File: src/rtl/sbe_pkg.sv
// ----------------------------------------------------------------------------
// sbe_pkg
// Shared types, constants and the phase program of the SBE response parser.
// ----------------------------------------------------------------------------
`default_nettype none
package sbe_pkg;

  localparam int unsigned FixedStringBytes = 64;
  localparam logic [15:0] SchemaReset = 16'd2;
  localparam logic [15:0] AuthMin  = 16'(2 * FixedStringBytes + 4);
  localparam logic [15:0] PongMin  = 16'd16;
  localparam logic [15:0] OrderMin = 16'(5 * FixedStringBytes + 44);
  localparam logic [15:0] BatchMin = 16'(3 * FixedStringBytes + 44);
  localparam logic [15:0] CerrMin  = 16'(3 * FixedStringBytes + 44);
  localparam logic [15:0] ItemMin  = 16'(2 * FixedStringBytes + 13);
  localparam logic [15:0] FixLast  = 16'(FixedStringBytes);

  // phase numbers that the control logic names
  localparam logic [4:0] PhHdr       = 5'd0;
  localparam logic [4:0] PhAuthReq   = 5'd1;
  localparam logic [4:0] PhBlkSkip   = 5'd4;
  localparam logic [4:0] PhRetLen    = 5'd5;
  localparam logic [4:0] PhRetMsg    = 5'd6;
  localparam logic [4:0] PhPongTs    = 5'd7;
  localparam logic [4:0] PhOrdReq    = 5'd9;
  localparam logic [4:0] PhRetCode   = 5'd17;
  localparam logic [4:0] PhOrderId   = 5'd18;
  localparam logic [4:0] PhItemBlk   = 5'd20;
  localparam logic [4:0] PhItemCnt   = 5'd21;
  localparam logic [4:0] PhItemFirst = 5'd22;
  localparam logic [4:0] PhItemSkip  = 5'd27;
  localparam logic [4:0] PhItemLen   = 5'd28;
  localparam logic [4:0] PhItemMsg   = 5'd29;
  localparam logic [4:0] PhEnd       = 5'd31;

  typedef enum logic [2:0] {
    StHdr, StNum, StFix, StSkip, StVlen, StVstr, StEnd
  } step_kind_t;

  typedef enum logic [2:0] {
    ErrNone = 3'd0, ErrTrunc = 3'd1, ErrSchema = 3'd2, ErrTemplate = 3'd3,
    ErrShort = 3'd4, ErrItemShort = 3'd5
  } err_t;

  typedef enum logic [2:0] {
    KAuth = 3'd0, KPong = 3'd1, KOrder = 3'd2, KBatch = 3'd3, KCerr = 3'd4,
    KNone = 3'd7
  } kind_t;

  typedef struct packed {
    step_kind_t kind;
    logic [3:0] size;
    logic [4:0] code;
    logic [4:0] nxt;
  } step_t;

  // one result word
  typedef struct packed {
    logic [4:0]  field_code;
    logic [63:0] value;
    logic        string_byte;
    logic [15:0] char_index;
    logic [2:0]  message_kind;
    logic [15:0] item_index;
    logic        end_of_message;
    logic [2:0]  error;
  } result_t;

  function automatic step_t prog(input logic [4:0] p);
    step_t s;
    s = '{StEnd, 4'd0, 5'd0, 5'd31};
    unique case (p)
      5'd0:  s = '{StHdr, 4'd8, 5'd1, 5'd0};
      5'd1:  s = '{StFix, 4'd0, 5'd2, 5'd2};
      5'd2:  s = '{StNum, 4'd4, 5'd3, 5'd3};
      5'd3:  s = '{StFix, 4'd0, 5'd4, 5'd4};
      5'd4:  s = '{StSkip, 4'd0, 5'd0, 5'd5};
      5'd5:  s = '{StVlen, 4'd2, 5'd5, 5'd6};
      5'd6:  s = '{StVstr, 4'd0, 5'd6, 5'd31};
      5'd7:  s = '{StNum, 4'd8, 5'd7, 5'd8};
      5'd8:  s = '{StNum, 4'd8, 5'd8, 5'd31};
      5'd9:  s = '{StFix, 4'd0, 5'd2, 5'd10};
      5'd10: s = '{StFix, 4'd0, 5'd4, 5'd11};
      5'd11: s = '{StFix, 4'd0, 5'd9, 5'd12};
      5'd12: s = '{StNum, 4'd8, 5'd10, 5'd13};
      5'd13: s = '{StNum, 4'd8, 5'd11, 5'd14};
      5'd14: s = '{StNum, 4'd8, 5'd12, 5'd15};
      5'd15: s = '{StNum, 4'd8, 5'd13, 5'd16};
      5'd16: s = '{StNum, 4'd8, 5'd14, 5'd17};
      5'd17: s = '{StNum, 4'd4, 5'd3, 5'd4};
      5'd18: s = '{StFix, 4'd0, 5'd15, 5'd19};
      5'd19: s = '{StFix, 4'd0, 5'd16, 5'd4};
      5'd20: s = '{StNum, 4'd2, 5'd17, 5'd21};
      5'd21: s = '{StNum, 4'd2, 5'd18, 5'd22};
      5'd22: s = '{StNum, 4'd4, 5'd19, 5'd23};
      5'd23: s = '{StNum, 4'd1, 5'd20, 5'd24};
      5'd24: s = '{StNum, 4'd8, 5'd21, 5'd25};
      5'd25: s = '{StFix, 4'd0, 5'd22, 5'd26};
      5'd26: s = '{StFix, 4'd0, 5'd23, 5'd27};
      5'd27: s = '{StSkip, 4'd0, 5'd0, 5'd28};
      5'd28: s = '{StVlen, 4'd2, 5'd24, 5'd29};
      5'd29: s = '{StVstr, 4'd0, 5'd25, 5'd31};
      default: s = '{StEnd, 4'd0, 5'd0, 5'd31};
    endcase
    return s;
  endfunction

  function automatic kind_t kind_of(input logic [15:0] t);
    kind_t k;
    unique case (t)
      16'd2:                  k = KAuth;
      16'd4:                  k = KPong;
      16'd6, 16'd8, 16'd10:   k = KOrder;
      16'd12, 16'd14, 16'd16: k = KBatch;
      16'd17:                 k = KCerr;
      default:                k = KNone;
    endcase
    return k;
  endfunction

  function automatic logic [15:0] min_block(input kind_t k);
    logic [15:0] m;
    unique case (k)
      KAuth:   m = AuthMin;
      KPong:   m = PongMin;
      KOrder:  m = OrderMin;
      KBatch:  m = BatchMin;
      KCerr:   m = CerrMin;
      default: m = 16'hFFFF;
    endcase
    return m;
  endfunction

endpackage
`default_nettype wire

File: src/rtl/sbe_core.sv
// ----------------------------------------------------------------------------
// sbe_core
// Per-byte parser state and next-state logic; produces at most one result
// word per accepted byte.
// ----------------------------------------------------------------------------
`default_nettype none
module sbe_core
  import sbe_pkg::*;
(
  input  wire logic        clk,
  input  wire logic        rst,
  input  wire logic        step,
  input  wire logic [7:0]  data_byte,
  input  wire logic        last_byte,
  input  wire logic [15:0] schema,
  output logic             res_have,
  output result_t          res
);

  logic [4:0]  phase, phase_next;
  logic [15:0] fcnt, fcnt_next;
  logic [63:0] acc, acc_next;
  logic [15:0] blk, blk_next;
  logic [15:0] tmpl, tmpl_next;
  logic [15:0] skip, skip_next;
  logic [15:0] iblk, iblk_next;
  logic [15:0] irem, irem_next;
  logic [15:0] icnt, icnt_next;
  logic        nul, nul_next;
  logic        done, done_next;

  // resolve an entered phase; chained entries collapse to a few muxes
  function automatic void do_enter(
    input  logic [4:0]  p,
    input  logic [15:0] blk_v, tmpl_v, iblk_v, skip_in, irem_in, icnt_in,
    output logic [4:0]  p_o,
    output logic [15:0] skip_o, irem_o, icnt_o,
    output logic        done_o
  );
    logic [4:0]  q;
    logic [15:0] sk, ir, ic;
    logic        dn;
    q = p; sk = skip_in; ir = irem_in; ic = icnt_in; dn = 1'b0;
    if (q == PhBlkSkip) begin
      sk = blk_v - min_block(kind_of(tmpl_v));
      if (sk == 16'd0) q = (kind_of(tmpl_v) == KBatch) ? PhItemBlk : PhRetLen;
    end else if (q == PhItemSkip) begin
      sk = iblk_v - ItemMin;
      if (sk == 16'd0) q = PhItemLen;
    end else if (q == PhRetMsg && sk == 16'd0) begin
      q = PhEnd;
    end else if (q == PhItemMsg && sk == 16'd0) begin
      ir = ir - 16'd1;
      ic = ic + 16'd1;
      q = (ir != 16'd0) ? PhItemFirst : PhRetLen;
    end
    if (q >= 5'd30) dn = 1'b1;
    p_o = q; skip_o = sk; irem_o = ir; icnt_o = ic; done_o = dn;
  endfunction

  step_t       s;
  logic        have, isstr, in_item, entering;
  logic [4:0]  ent_p, ent_q;
  err_t        err;
  logic [4:0]  code;
  logic [63:0] val;
  logic [15:0] ci, ii, cnt1, ent_skip_in, ent_irem_in, ent_icnt_in;
  logic [15:0] e_skip, e_irem, e_icnt;
  logic        e_done;
  kind_t       kd;
  logic [2:0]  kind_o;

  // decode one byte
  always_comb begin
    s = prog(phase);
    in_item = (phase >= PhItemFirst) && (phase <= PhItemMsg);
    have = 1'b0; isstr = 1'b0; err = ErrNone; code = '0; val = '0;
    ci = '0; ii = '0; entering = 1'b0; ent_p = PhHdr;
    kd = kind_of(tmpl);
    phase_next = phase; fcnt_next = fcnt; acc_next = acc; blk_next = blk;
    tmpl_next = tmpl; skip_next = skip; iblk_next = iblk; irem_next = irem;
    icnt_next = icnt; nul_next = nul; done_next = done;
    cnt1 = fcnt + 16'd1;
    if (!done) begin
      unique case (s.kind)
        StHdr: begin
          unique case (fcnt[2:0])
            3'd0: blk_next = {8'd0, data_byte};
            3'd1: blk_next = {data_byte, blk[7:0]};
            3'd2: tmpl_next = {8'd0, data_byte};
            3'd3: tmpl_next = {data_byte, tmpl[7:0]};
            3'd4: acc_next = {56'd0, data_byte};
            3'd5: acc_next = acc | {48'd0, data_byte, 8'd0};
            default: ;
          endcase
          fcnt_next = cnt1;
          if (cnt1 >= 16'd8) begin
            kd = kind_of(tmpl);
            if (acc[15:0] != schema) err = ErrSchema;
            else if (kd == KNone) err = ErrTemplate;
            else if (blk < min_block(kd)) err = ErrShort;
            else begin
              have = 1'b1; code = 5'd1; val = {48'd0, tmpl};
              entering = 1'b1;
              ent_p = (kd == KAuth) ? PhAuthReq : ((kd == KPong) ? PhPongTs : PhOrdReq);
            end
          end
        end
        StNum, StVlen: begin
          acc_next = acc | ({56'd0, data_byte} << {fcnt[2:0], 3'b000});
          fcnt_next = cnt1;
          if (cnt1 >= {12'd0, s.size}) begin
            have = 1'b1; code = s.code; val = acc_next;
            if (in_item) ii = icnt;
            entering = 1'b1;
            if (phase == PhItemBlk) begin
              iblk_next = acc_next[15:0];
              ent_p = PhItemCnt;
            end else if (phase == PhItemCnt) begin
              if (acc_next != 64'd0 && iblk < ItemMin) begin
                err = ErrItemShort; entering = 1'b0;
              end else begin
                irem_next = acc_next[15:0];
                icnt_next = 16'd0;
                ent_p = (acc_next != 64'd0) ? PhItemFirst : PhRetLen;
              end
            end else if (s.kind == StVlen) begin
              skip_next = acc_next[15:0];
              ent_p = s.nxt;
            end else if (phase == PhRetCode) begin
              ent_p = (kind_of(tmpl) == KOrder) ? PhOrderId : PhBlkSkip;
            end else begin
              ent_p = s.nxt;
            end
          end
        end
        StFix: begin
          if (!nul) begin
            if (data_byte == 8'd0) nul_next = 1'b1;
            else begin
              have = 1'b1; code = s.code; val = {56'd0, data_byte}; isstr = 1'b1;
              ci = fcnt;
              if (in_item) ii = icnt;
            end
          end
          fcnt_next = cnt1;
          if (cnt1 >= FixLast) begin
            entering = 1'b1; ent_p = s.nxt;
          end
        end
        StSkip: begin
          if (skip != 16'd0) skip_next = skip - 16'd1;
          if (skip_next == 16'd0) begin
            entering = 1'b1;
            ent_p = (phase == PhBlkSkip) ?
              ((kind_of(tmpl) == KBatch) ? PhItemBlk : PhRetLen) : s.nxt;
          end
        end
        StVstr: begin
          have = 1'b1; code = s.code; val = {56'd0, data_byte}; isstr = 1'b1;
          ci = fcnt;
          if (in_item) ii = icnt;
          fcnt_next = cnt1;
          if (skip != 16'd0) skip_next = skip - 16'd1;
          if (skip_next == 16'd0) begin
            entering = 1'b1;
            if (phase == PhRetMsg) ent_p = PhEnd;
            else begin
              // item done
              irem_next = irem - 16'd1;
              icnt_next = icnt + 16'd1;
              ent_p = (irem_next != 16'd0) ? PhItemFirst : PhRetLen;
            end
          end
        end
        default: done_next = 1'b1;
      endcase
    end
    ent_skip_in = skip_next; ent_irem_in = irem_next; ent_icnt_in = icnt_next;
    do_enter(ent_p, blk_next, tmpl_next, iblk_next, ent_skip_in, ent_irem_in,
             ent_icnt_in, ent_q, e_skip, e_irem, e_icnt, e_done);
    if (!done && entering) begin
      fcnt_next = '0; acc_next = '0; nul_next = 1'b0;
      phase_next = ent_q; skip_next = e_skip; irem_next = e_irem;
      icnt_next = e_icnt;
      if (e_done) done_next = 1'b1;
    end
    if (!done) begin
      if (err == ErrNone && !done_next && last_byte) err = ErrTrunc;
      if (err != ErrNone) begin
        have = 1'b1; done_next = 1'b1;
        code = '0; val = '0; isstr = 1'b0; ci = '0; ii = '0;
      end
    end
    kind_o = kind_of(tmpl_next);
    if ((phase_next == PhHdr && fcnt_next < 16'd8) || kind_o > 3'd4) kind_o = 3'd0;
    res_have = have && !done;
    res = '{field_code: code, value: val, string_byte: isstr, char_index: ci,
            message_kind: kind_o, item_index: ii, end_of_message: done_next,
            error: err};
    // last byte returns to header start
    if (last_byte) begin
      phase_next = PhHdr; fcnt_next = '0; acc_next = '0; blk_next = '0;
      tmpl_next = '0; skip_next = '0; iblk_next = '0; irem_next = '0;
      icnt_next = '0; nul_next = 1'b0; done_next = 1'b0;
    end
  end

  // hold parser state
  always_ff @(posedge clk) begin
    if (rst) begin
      phase <= PhHdr; fcnt <= '0; acc <= '0; blk <= '0; tmpl <= '0;
      skip <= '0; iblk <= '0; irem <= '0; icnt <= '0; nul <= 1'b0;
      done <= 1'b0;
    end else if (step) begin
      phase <= phase_next; fcnt <= fcnt_next; acc <= acc_next; blk <= blk_next;
      tmpl <= tmpl_next; skip <= skip_next; iblk <= iblk_next;
      irem <= irem_next; icnt <= icnt_next; nul <= nul_next; done <= done_next;
    end
  end

endmodule
`default_nettype wire

File: src/rtl/sbe_order_response_parser.sv
// Timing: a result word is registered into the output register in the cycle
// after its byte is accepted. Throughput: one byte per cycle while the output
// register is free or drains; a stalled output holds off the input.
// Reset: rst is synchronous; it returns the parser to header start, empties
// the output register and sets the schema register to 2.
`default_nettype none
// ----------------------------------------------------------------------------
// sbe_order_response_parser
// Byte-serial SBE response decoder with one output register.
// ----------------------------------------------------------------------------
module sbe_order_response_parser
  import sbe_pkg::*;
(
  input  wire logic        clk,
  input  wire logic        rst,
  input  wire logic        cfg_we,
  input  wire logic [15:0] cfg_wdata,
  input  wire logic        in_valid,
  output logic             in_ready,
  input  wire logic [7:0]  data_byte,
  input  wire logic        last_byte,
  output logic             out_valid,
  input  wire logic        out_ready,
  output logic [4:0]       field_code,
  output logic [63:0]      value,
  output logic             string_byte,
  output logic [15:0]      char_index,
  output logic [2:0]       message_kind,
  output logic [15:0]      item_index,
  output logic             end_of_message,
  output logic [2:0]       error
);

  logic [15:0] schema;
  logic        step, res_have;
  result_t     res, obuf;

  // accept when the output register is free or drains this cycle
  assign in_ready = !out_valid || out_ready;
  assign step = in_valid && in_ready;

  // hold the schema register
  always_ff @(posedge clk) begin
    if (rst) schema <= SchemaReset;
    else if (cfg_we) schema <= cfg_wdata;
  end

  sbe_core u_core (
    .clk, .rst, .step, .data_byte, .last_byte, .schema, .res_have, .res
  );

  // output register
  always_ff @(posedge clk) begin
    if (rst) out_valid <= 1'b0;
    else if (in_ready) out_valid <= step && res_have;
  end
  always_ff @(posedge clk) begin
    if (step && res_have) obuf <= res;
  end

  assign field_code     = obuf.field_code;
  assign value          = obuf.value;
  assign string_byte    = obuf.string_byte;
  assign char_index     = obuf.char_index;
  assign message_kind   = obuf.message_kind;
  assign item_index     = obuf.item_index;
  assign end_of_message = obuf.end_of_message;
  assign error          = obuf.error;

`ifndef SYNTHESIS
  a_err_ends : assert property (@(posedge clk) disable iff (rst)
    out_valid && error != 3'd0 |-> end_of_message) else $error("error word not closing");
  a_str_num : assert property (@(posedge clk) disable iff (rst)
    out_valid && error != 3'd0 |-> !string_byte) else $error("string byte on error");
  a_stall : assert property (@(posedge clk) disable iff (rst)
    out_valid && !out_ready |-> !in_ready) else $error("accept while stalled");
`endif

endmodule
`default_nettype wire

File: config.mk
export PLATFORM = sky130hd
export DESIGN_NAME = sbe_order_response_parser
export DESIGN_NICKNAME = d
export VERILOG_FILES = /design/src/rtl/sbe_pkg.sv /design/src/rtl/sbe_core.sv /design/src/rtl/sbe_order_response_parser.sv
export SDC_FILE = /design/constraint.sdc
export NUM_CORES = 1
export LEC_CHECK = 0
export ABC_AREA = 1
export BUFFER_PORTS_ARGS = -buffer_cell sky130_fd_sc_hd__buf_2
export CAP_MARGIN = 0
export CELL_PAD_IN_SITES_DETAIL_PLACEMENT = 1
export CELL_PAD_IN_SITES_GLOBAL_PLACEMENT = 2
export CORE_MARGIN = 1.5
export CORE_UTILIZATION = 35
export DETAILED_ROUTE_END_ITERATION = 12
export MAX_ROUTING_LAYER = met4
export PLACE_DENSITY_LB_ADDON = 0.1
export SLEW_MARGIN = 20
export SYNTH_ARGS = -nofsm -noshare
export SYNTH_HDL_FRONTEND = slang
export SYNTH_SLANG_ARGS = --single-unit
File: constraint.sdc
create_clock -name clk -period 18.4 [get_ports clk]
set_clock_uncertainty 0.15 [all_clocks]
set_input_delay 1.84 -clock clk [delete_from_list [all_inputs] [get_ports clk]]
set_output_delay 1.84 -clock clk [all_outputs]
set_load 0.03 [all_outputs]
==> metrics.yaml, run 1 <==
status: "finished clean"
grt_overflow_total: 0
synth_seq_cells: 329
cp-start-kind: "register"
cts_resized: 0
crit_path_max_incr_delay_ns: 0.85
htree_levels: 2
min_path_cells: 2
numCtsBuffers: 43
synthAdderAreaFrac_pct: 3.09
root_buffer: "clkbuf_16"
slew_headroom_pct: 27.5
ioPinCount: 141
seq_area_um2: 7680
synth_nets: 3689
grt_pass1_wl_mm: 158
fillCellCount: 8658
synthMuxAreaShare_pct: 0
critPathRequiredTime_ns: 18.52
grt_max_degree: 88
post-route-util_pct: 39.1
drv_slew: 0
die_w_um: 264
multi_input_area_um2: 13700
yosysWarnings: 0
clock-sinks: 329
synthCells: 3601
avgSynthCellArea_um2: 6.60
cts_buffer_depth: 3
synth_area_um2: 23800
dieArea_um2: 69400
hpwl_mm: 77.4
min_period_over_period_pct: 49.3
core_area_um2: 67200
first_pass_iters: 5
critical_path.max_fanout: 66
n_antenna_cell: 0
routed-via-count: 25273
nets: 3700
rows: 95
grt_util_all_layers_pct: 30.3
via_per_inst: 5.59
setup_slack_ns: 9.33
synth_compound_area_share_pct: 16.9
ff2ff_path_depth: 34
cts.reportedPaths.clkPinSlew_ns: 0.06
yosys.area_share.simple_pct: 34.7
drive_gt1_share_pct: 10.6
layout_commonest_cell: "nand2_1"
clock.fmax_mhz: 110
synth_top_family_by_area: "simple AND/OR/NAND/NOR gates"
p_leak_uw: 0.0112
synthXorXnorAreaFrac_pct: 2.62
portBuffers: 140
fin_crit_ns: 9.07
clk-insertion-delay-late_ns: 0.58
gp_congestion: 0.928
die_y_um: 264
finalSetupViolations: 0
postCtsHoldBufs: 0
powerDensity_nw_per_um2: 78.1
setup_tns_ns: 0
start_util_pct: 35.4
drcViolationCount: 0
cts_tree: "yes"
drtIter0Drc: 1949
max_cap_viol_count: 0
cts_setup_buffers: 0
hold_path_class: "register to register"
critPathSlowestCell: "buf_4"
totalWireLength_mm: 104
yosysSeqAreaShare_pct: 32.3
pre_cts_ws_ns: 9.24
crit_top_cell: "nand2_1"
grt_pass1_vias: 25147
vdd_drop_max_uv: 54.1
rsz0062_at_grt: "false"
worstMarginPinSlew_ns: 1.09
final_cell_mix: "nand2_1, inv_1, nor2_1"
ys_types: 62
post_drt_wl_per_cell_um: 23.1
arrival_ns: 9.19
ant_nets: 0
critical_path_class: "register to register"
area_delta_synth_final_pct: 10.5
cp-end-kind: "register"
antenna_found_initial: 3
timing_hold_violations_final: 0
==> worst max-delay path, delay by kind of cell (launching register included) <==
kind | cells | cell delay (ns)
simple gates | 16 | 3.50
compound gates | 10 | 1.74
fa+ha+maj | 3 | 0.69
xor+xnor | 1 | 0.21
flops | 1 | 0.67
buf+inv | 4 | 1.76
==> metrics by stage <==
stage / cells / total power, µW / cell area, µm² / hold slack [ns]
after detailed placement: 4440 / 1200 / 24800 / 0.308
after floorplan: 3601 / 1070 / 23800 / 0.285
after global placement: 4440 / 1200 / 24800 / 0.298
after CTS: 4520 / 2070 / 26200 / 0.318
final: 4520 / 2050 / 26300 / 0.319
after global routing: 4520 / 2120 / 26300 / 0.336
==> Yosys cell counts (all sizes together) <==
cell type | instances | area (µm²)
nand2 | 1013 | 3870
inv | 383 | 1440
nor2 | 366 | 1440
o21ai | 277 | 1410
nand3 | 263 | 1350
dfxtp | 220 | 4400
a21oi | 176 | 888
clkbuf | 125 | 470
edfxtp | 109 | 3270
nand4 | 93 | 582
nor3 | 89 | 752
buf | 80 | 523
a211oi | 67 | 513
a31oi | 62 | 394
ha | 57 | 713
xor2 | 47 | 412
o22ai | 43 | 269
o211ai | 32 | 240
xnor2 | 24 | 210
nor4 | 18 | 150
o21bai | 10 | 75.1
clkinv | 7 | 26.3
o221ai | 7 | 61.3
nand3b | 6 | 45.0
o2111ai | 4 | 35.0
o21a | 3 | 22.5
a2111oi | 2 | 17.5
a22oi | 2 | 15.0
and2 | 2 | 12.5
nor3b | 2 | 20.0
or2 | 2 | 12.5
a21boi | 1 | 7.51
a21o | 1 | 7.51
a2bb2oi | 1 | 8.76
a41oi | 1 | 8.76
fa | 1 | 20.0
o221a | 1 | 11.3
o2bb2ai | 1 | 8.76
o31ai | 1 | 7.51
o41ai | 1 | 8.76
or3 | 1 | 6.26
==> logic make-up (layout without fill, tap and decap cells) <==
| logic type | after synthesis | in the layout |
|---|---|---|
| AO/OA/AOI/OAI | 693 | 693 |
| XOR/XNOR | 71 | 71 |
| adder cells (fa/ha/maj) | 58 | 58 |
| buffers and inverters | 595 | 641 |
| flip-flops | 329 | 329 |
| AND/OR/NAND/NOR | 1855 | 1855 |
==> worst paths after layout <==
kind	startpoint	end	slack, ns
worst max-delay path	u_core.fcnt[0]$_SDFFE_PP0P_	value[2]$_DFFE_PP_	9.33
worst min-delay path	u_core.acc[17]$_SDFFE_PP0P_	u_core.acc[17]$_SDFFE_PP0P_	0.32
worst max register to register	u_core.fcnt[0]$_SDFFE_PP0P_	value[2]$_DFFE_PP_	9.33
worst min register to register	u_core.acc[17]$_SDFFE_PP0P_	u_core.acc[17]$_SDFFE_PP0P_	0.32
==> area by class of cell <==
cell class	instances	share of cell area, %
flip-flops and latches	329	29.2
clock inverters	17	0.663
multi-input cells	2677	52.0
well taps	873	4.16
inverters	390	5.61
repair buffers	171	3.59
clock buffers	63	4.70
==> per-layer routing <==
metal	up-vias	part of all wire (%)	wire length [µm]	global-route usage (%)
met5	-	0	0	-
met4	0	2.2	2320	6.97
met3	103	4.2	4430	2.77
met2	591	46	48100	48.6
met1	12533	47	49600	41.2
li1	12046	-	-	-
==> power breakdown <==
| part | switching, µW | total (µW) | internal, µW |
|---|---|---|---|
| clock | 351 | 858 | 507 |
| sequential | 19.1 | 810 | 791 |
| combinational | 298 | 382 | 83.7 |
No activity file was read; power rests on OpenSTA's default activity.
==> run 2, diff against run 1 <==
clock period = 9.05 ns   (was 18.4 ns; I/O delays follow)
==> metrics.yaml, run 2 (synthesis results as in run 1) <==
cts_buffer_depth: 3
setup_slack_ns: 0.965
powerDensity_nw_per_um2: 158
antenna_found_initial: 2
drcViolationCount: 0
core_area_um2: 67200
fin_crit_ns: 8.08
clk-insertion-delay-late_ns: 0.60
portBuffers: 140
totalWireLength_mm: 105
rows: 95
cts.reportedPaths.clkPinSlew_ns: 0.06
crit_top_cell: "nand2_1"
drv_slew: 0
critPathSlowestCell: "dfxtp_2"
grt_pass1_vias: 24972
critical_path.max_fanout: 27
rr_startpoint: "u_core.fcnt[0]$_SDFFE_PP0P_"
routed-via-count: 25242
numCtsBuffers: 43
final_cell_mix: "nand2_1, inv_1, nor2_1"
cts_tree: "yes"
crit_path_max_incr_delay_ns: 0.61
clock.fmax_mhz: 124
ant_nets: 0
die_w_um: 264
cts_setup_buffers: 0
grt_max_degree: 86
clock-sinks: 329
ioPinCount: 141
start_util_pct: 35.4
setup_tns_ns: 0
critPathRequiredTime_ns: 9.13
grt_pass1_wl_mm: 158
vdd_drop_max_uv: 117
hold_path_class: "register to register"
post-route-util_pct: 39.2
layout_commonest_cell: "nand2_1"
hpwl_mm: 77.8
grt_util_all_layers_pct: 30.3
critPathLaunch: "u_core.fcnt[0]$_SDFFE_PP0P_"
pre_cts_ws_ns: 0.824
htree_levels: 2
max_cap_viol_count: 0
min_period_over_period_pct: 89.3
first_pass_iters: 7
die_y_um: 264
hp-start: "u_core.tmpl[5]$_SDFFE_PP0P_"
post_drt_wl_per_cell_um: 23.1
nets: 3704
gp_congestion: 0.964
slew_headroom_pct: 29.2
critical_path_class: "register to register"
root_buffer: "clkbuf_16"
area_delta_synth_final_pct: 10.7
cts_resized: 0
finalSetupViolations: 0
rsz0062_at_grt: "false"
cp-end-kind: "register"
via_per_inst: 5.58
timing_hold_violations_final: 0
worstMarginPinSlew_ns: 1.06
drtIter0Drc: 1714
drive_gt1_share_pct: 10.7
cp-start-kind: "register"
grt_overflow_total: 0
p_leak_uw: 0.0112
dieArea_um2: 69400
status: "finished clean"
postCtsHoldBufs: 0
arrival_ns: 8.17
## run 2: cell count changes in the layout (fill, tap and decap cells not counted), moves of 2 or more
cell       delta
clkinv_2      -4
diode_2       +4
buf_12        +3
buf_4         +2
clkbuf_16     -2
clkbuf_8      +2
## run 2: critical path: cells and delay by family, from the launching register on
| family | cells | cell delay [ns] |
|---|---|---|
| flops | 1 | 0.61 |
| buf+inv | 4 | 0.94 |
| fa+ha+maj | 4 | 1.11 |
| compound gates | 10 | 1.75 |
| simple gates | 17 | 2.94 |
| xor+xnor | 1 | 0.21 |
## run 2: worst paths after layout
path | slack [ns] | end | cells past startpoint
worst max-delay path | 0.97 | char_index[11]$_DFFE_PP_ | 36
worst min-delay path | 0.32 | u_core.tmpl[5]$_SDFFE_PP0P_ | 2
worst max register to register | 0.97 | char_index[11]$_DFFE_PP_ | 36
worst min register to register | 0.32 | u_core.tmpl[5]$_SDFFE_PP0P_ | 2
## run 2: layer usage
layer / vias up / GRT usage (%) / share of wire (%)
li1: 12046 / - / -
met1: 12489 / 41.4 / 48
met2: 584 / 47.6 / 46
met3: 123 / 3.51 / 4.6
met4: 0 / 7.34 / 2.3
met5: - / - / 0
## run 2: cell type report
type	count	area [µm²]
fillers	8697	40900
multi-input cells	2677	13700
flip-flops and latches	329	7680
inverters	390	1470
clock buffers	64	1210
well taps	873	1090
repair buffers	175	1010
clock inverters	13	158
diodes	4	10.0
## run 2: where the power goes
| group | leakage (µW) | internal, µW | switching [µW] |
|---|---|---|---|
| clock | 0.000669 | 1010 | 718 |
| sequential | 0.00284 | 1610 | 43.2 |
| combinational | 0.00769 | 176 | 606 |
| total | 0.0112 | 2800 | 1370 |
## run 2: through the flow
| stage | instances | hold WS (ns) | total power [µW] | area (µm²) |
|---|---|---|---|---|
| final | 4525 | 0.316 | 4160 | 26300 |
| after detailed placement | 4444 | 0.307 | 2460 | 24900 |
| after global routing | 4523 | 0.338 | 4320 | 26300 |
| after global placement | 4444 | 0.300 | 2440 | 24900 |
| after floorplan | 3601 | 0.285 | 2180 | 23800 |
| after CTS | 4521 | 0.316 | 4200 | 26300 |
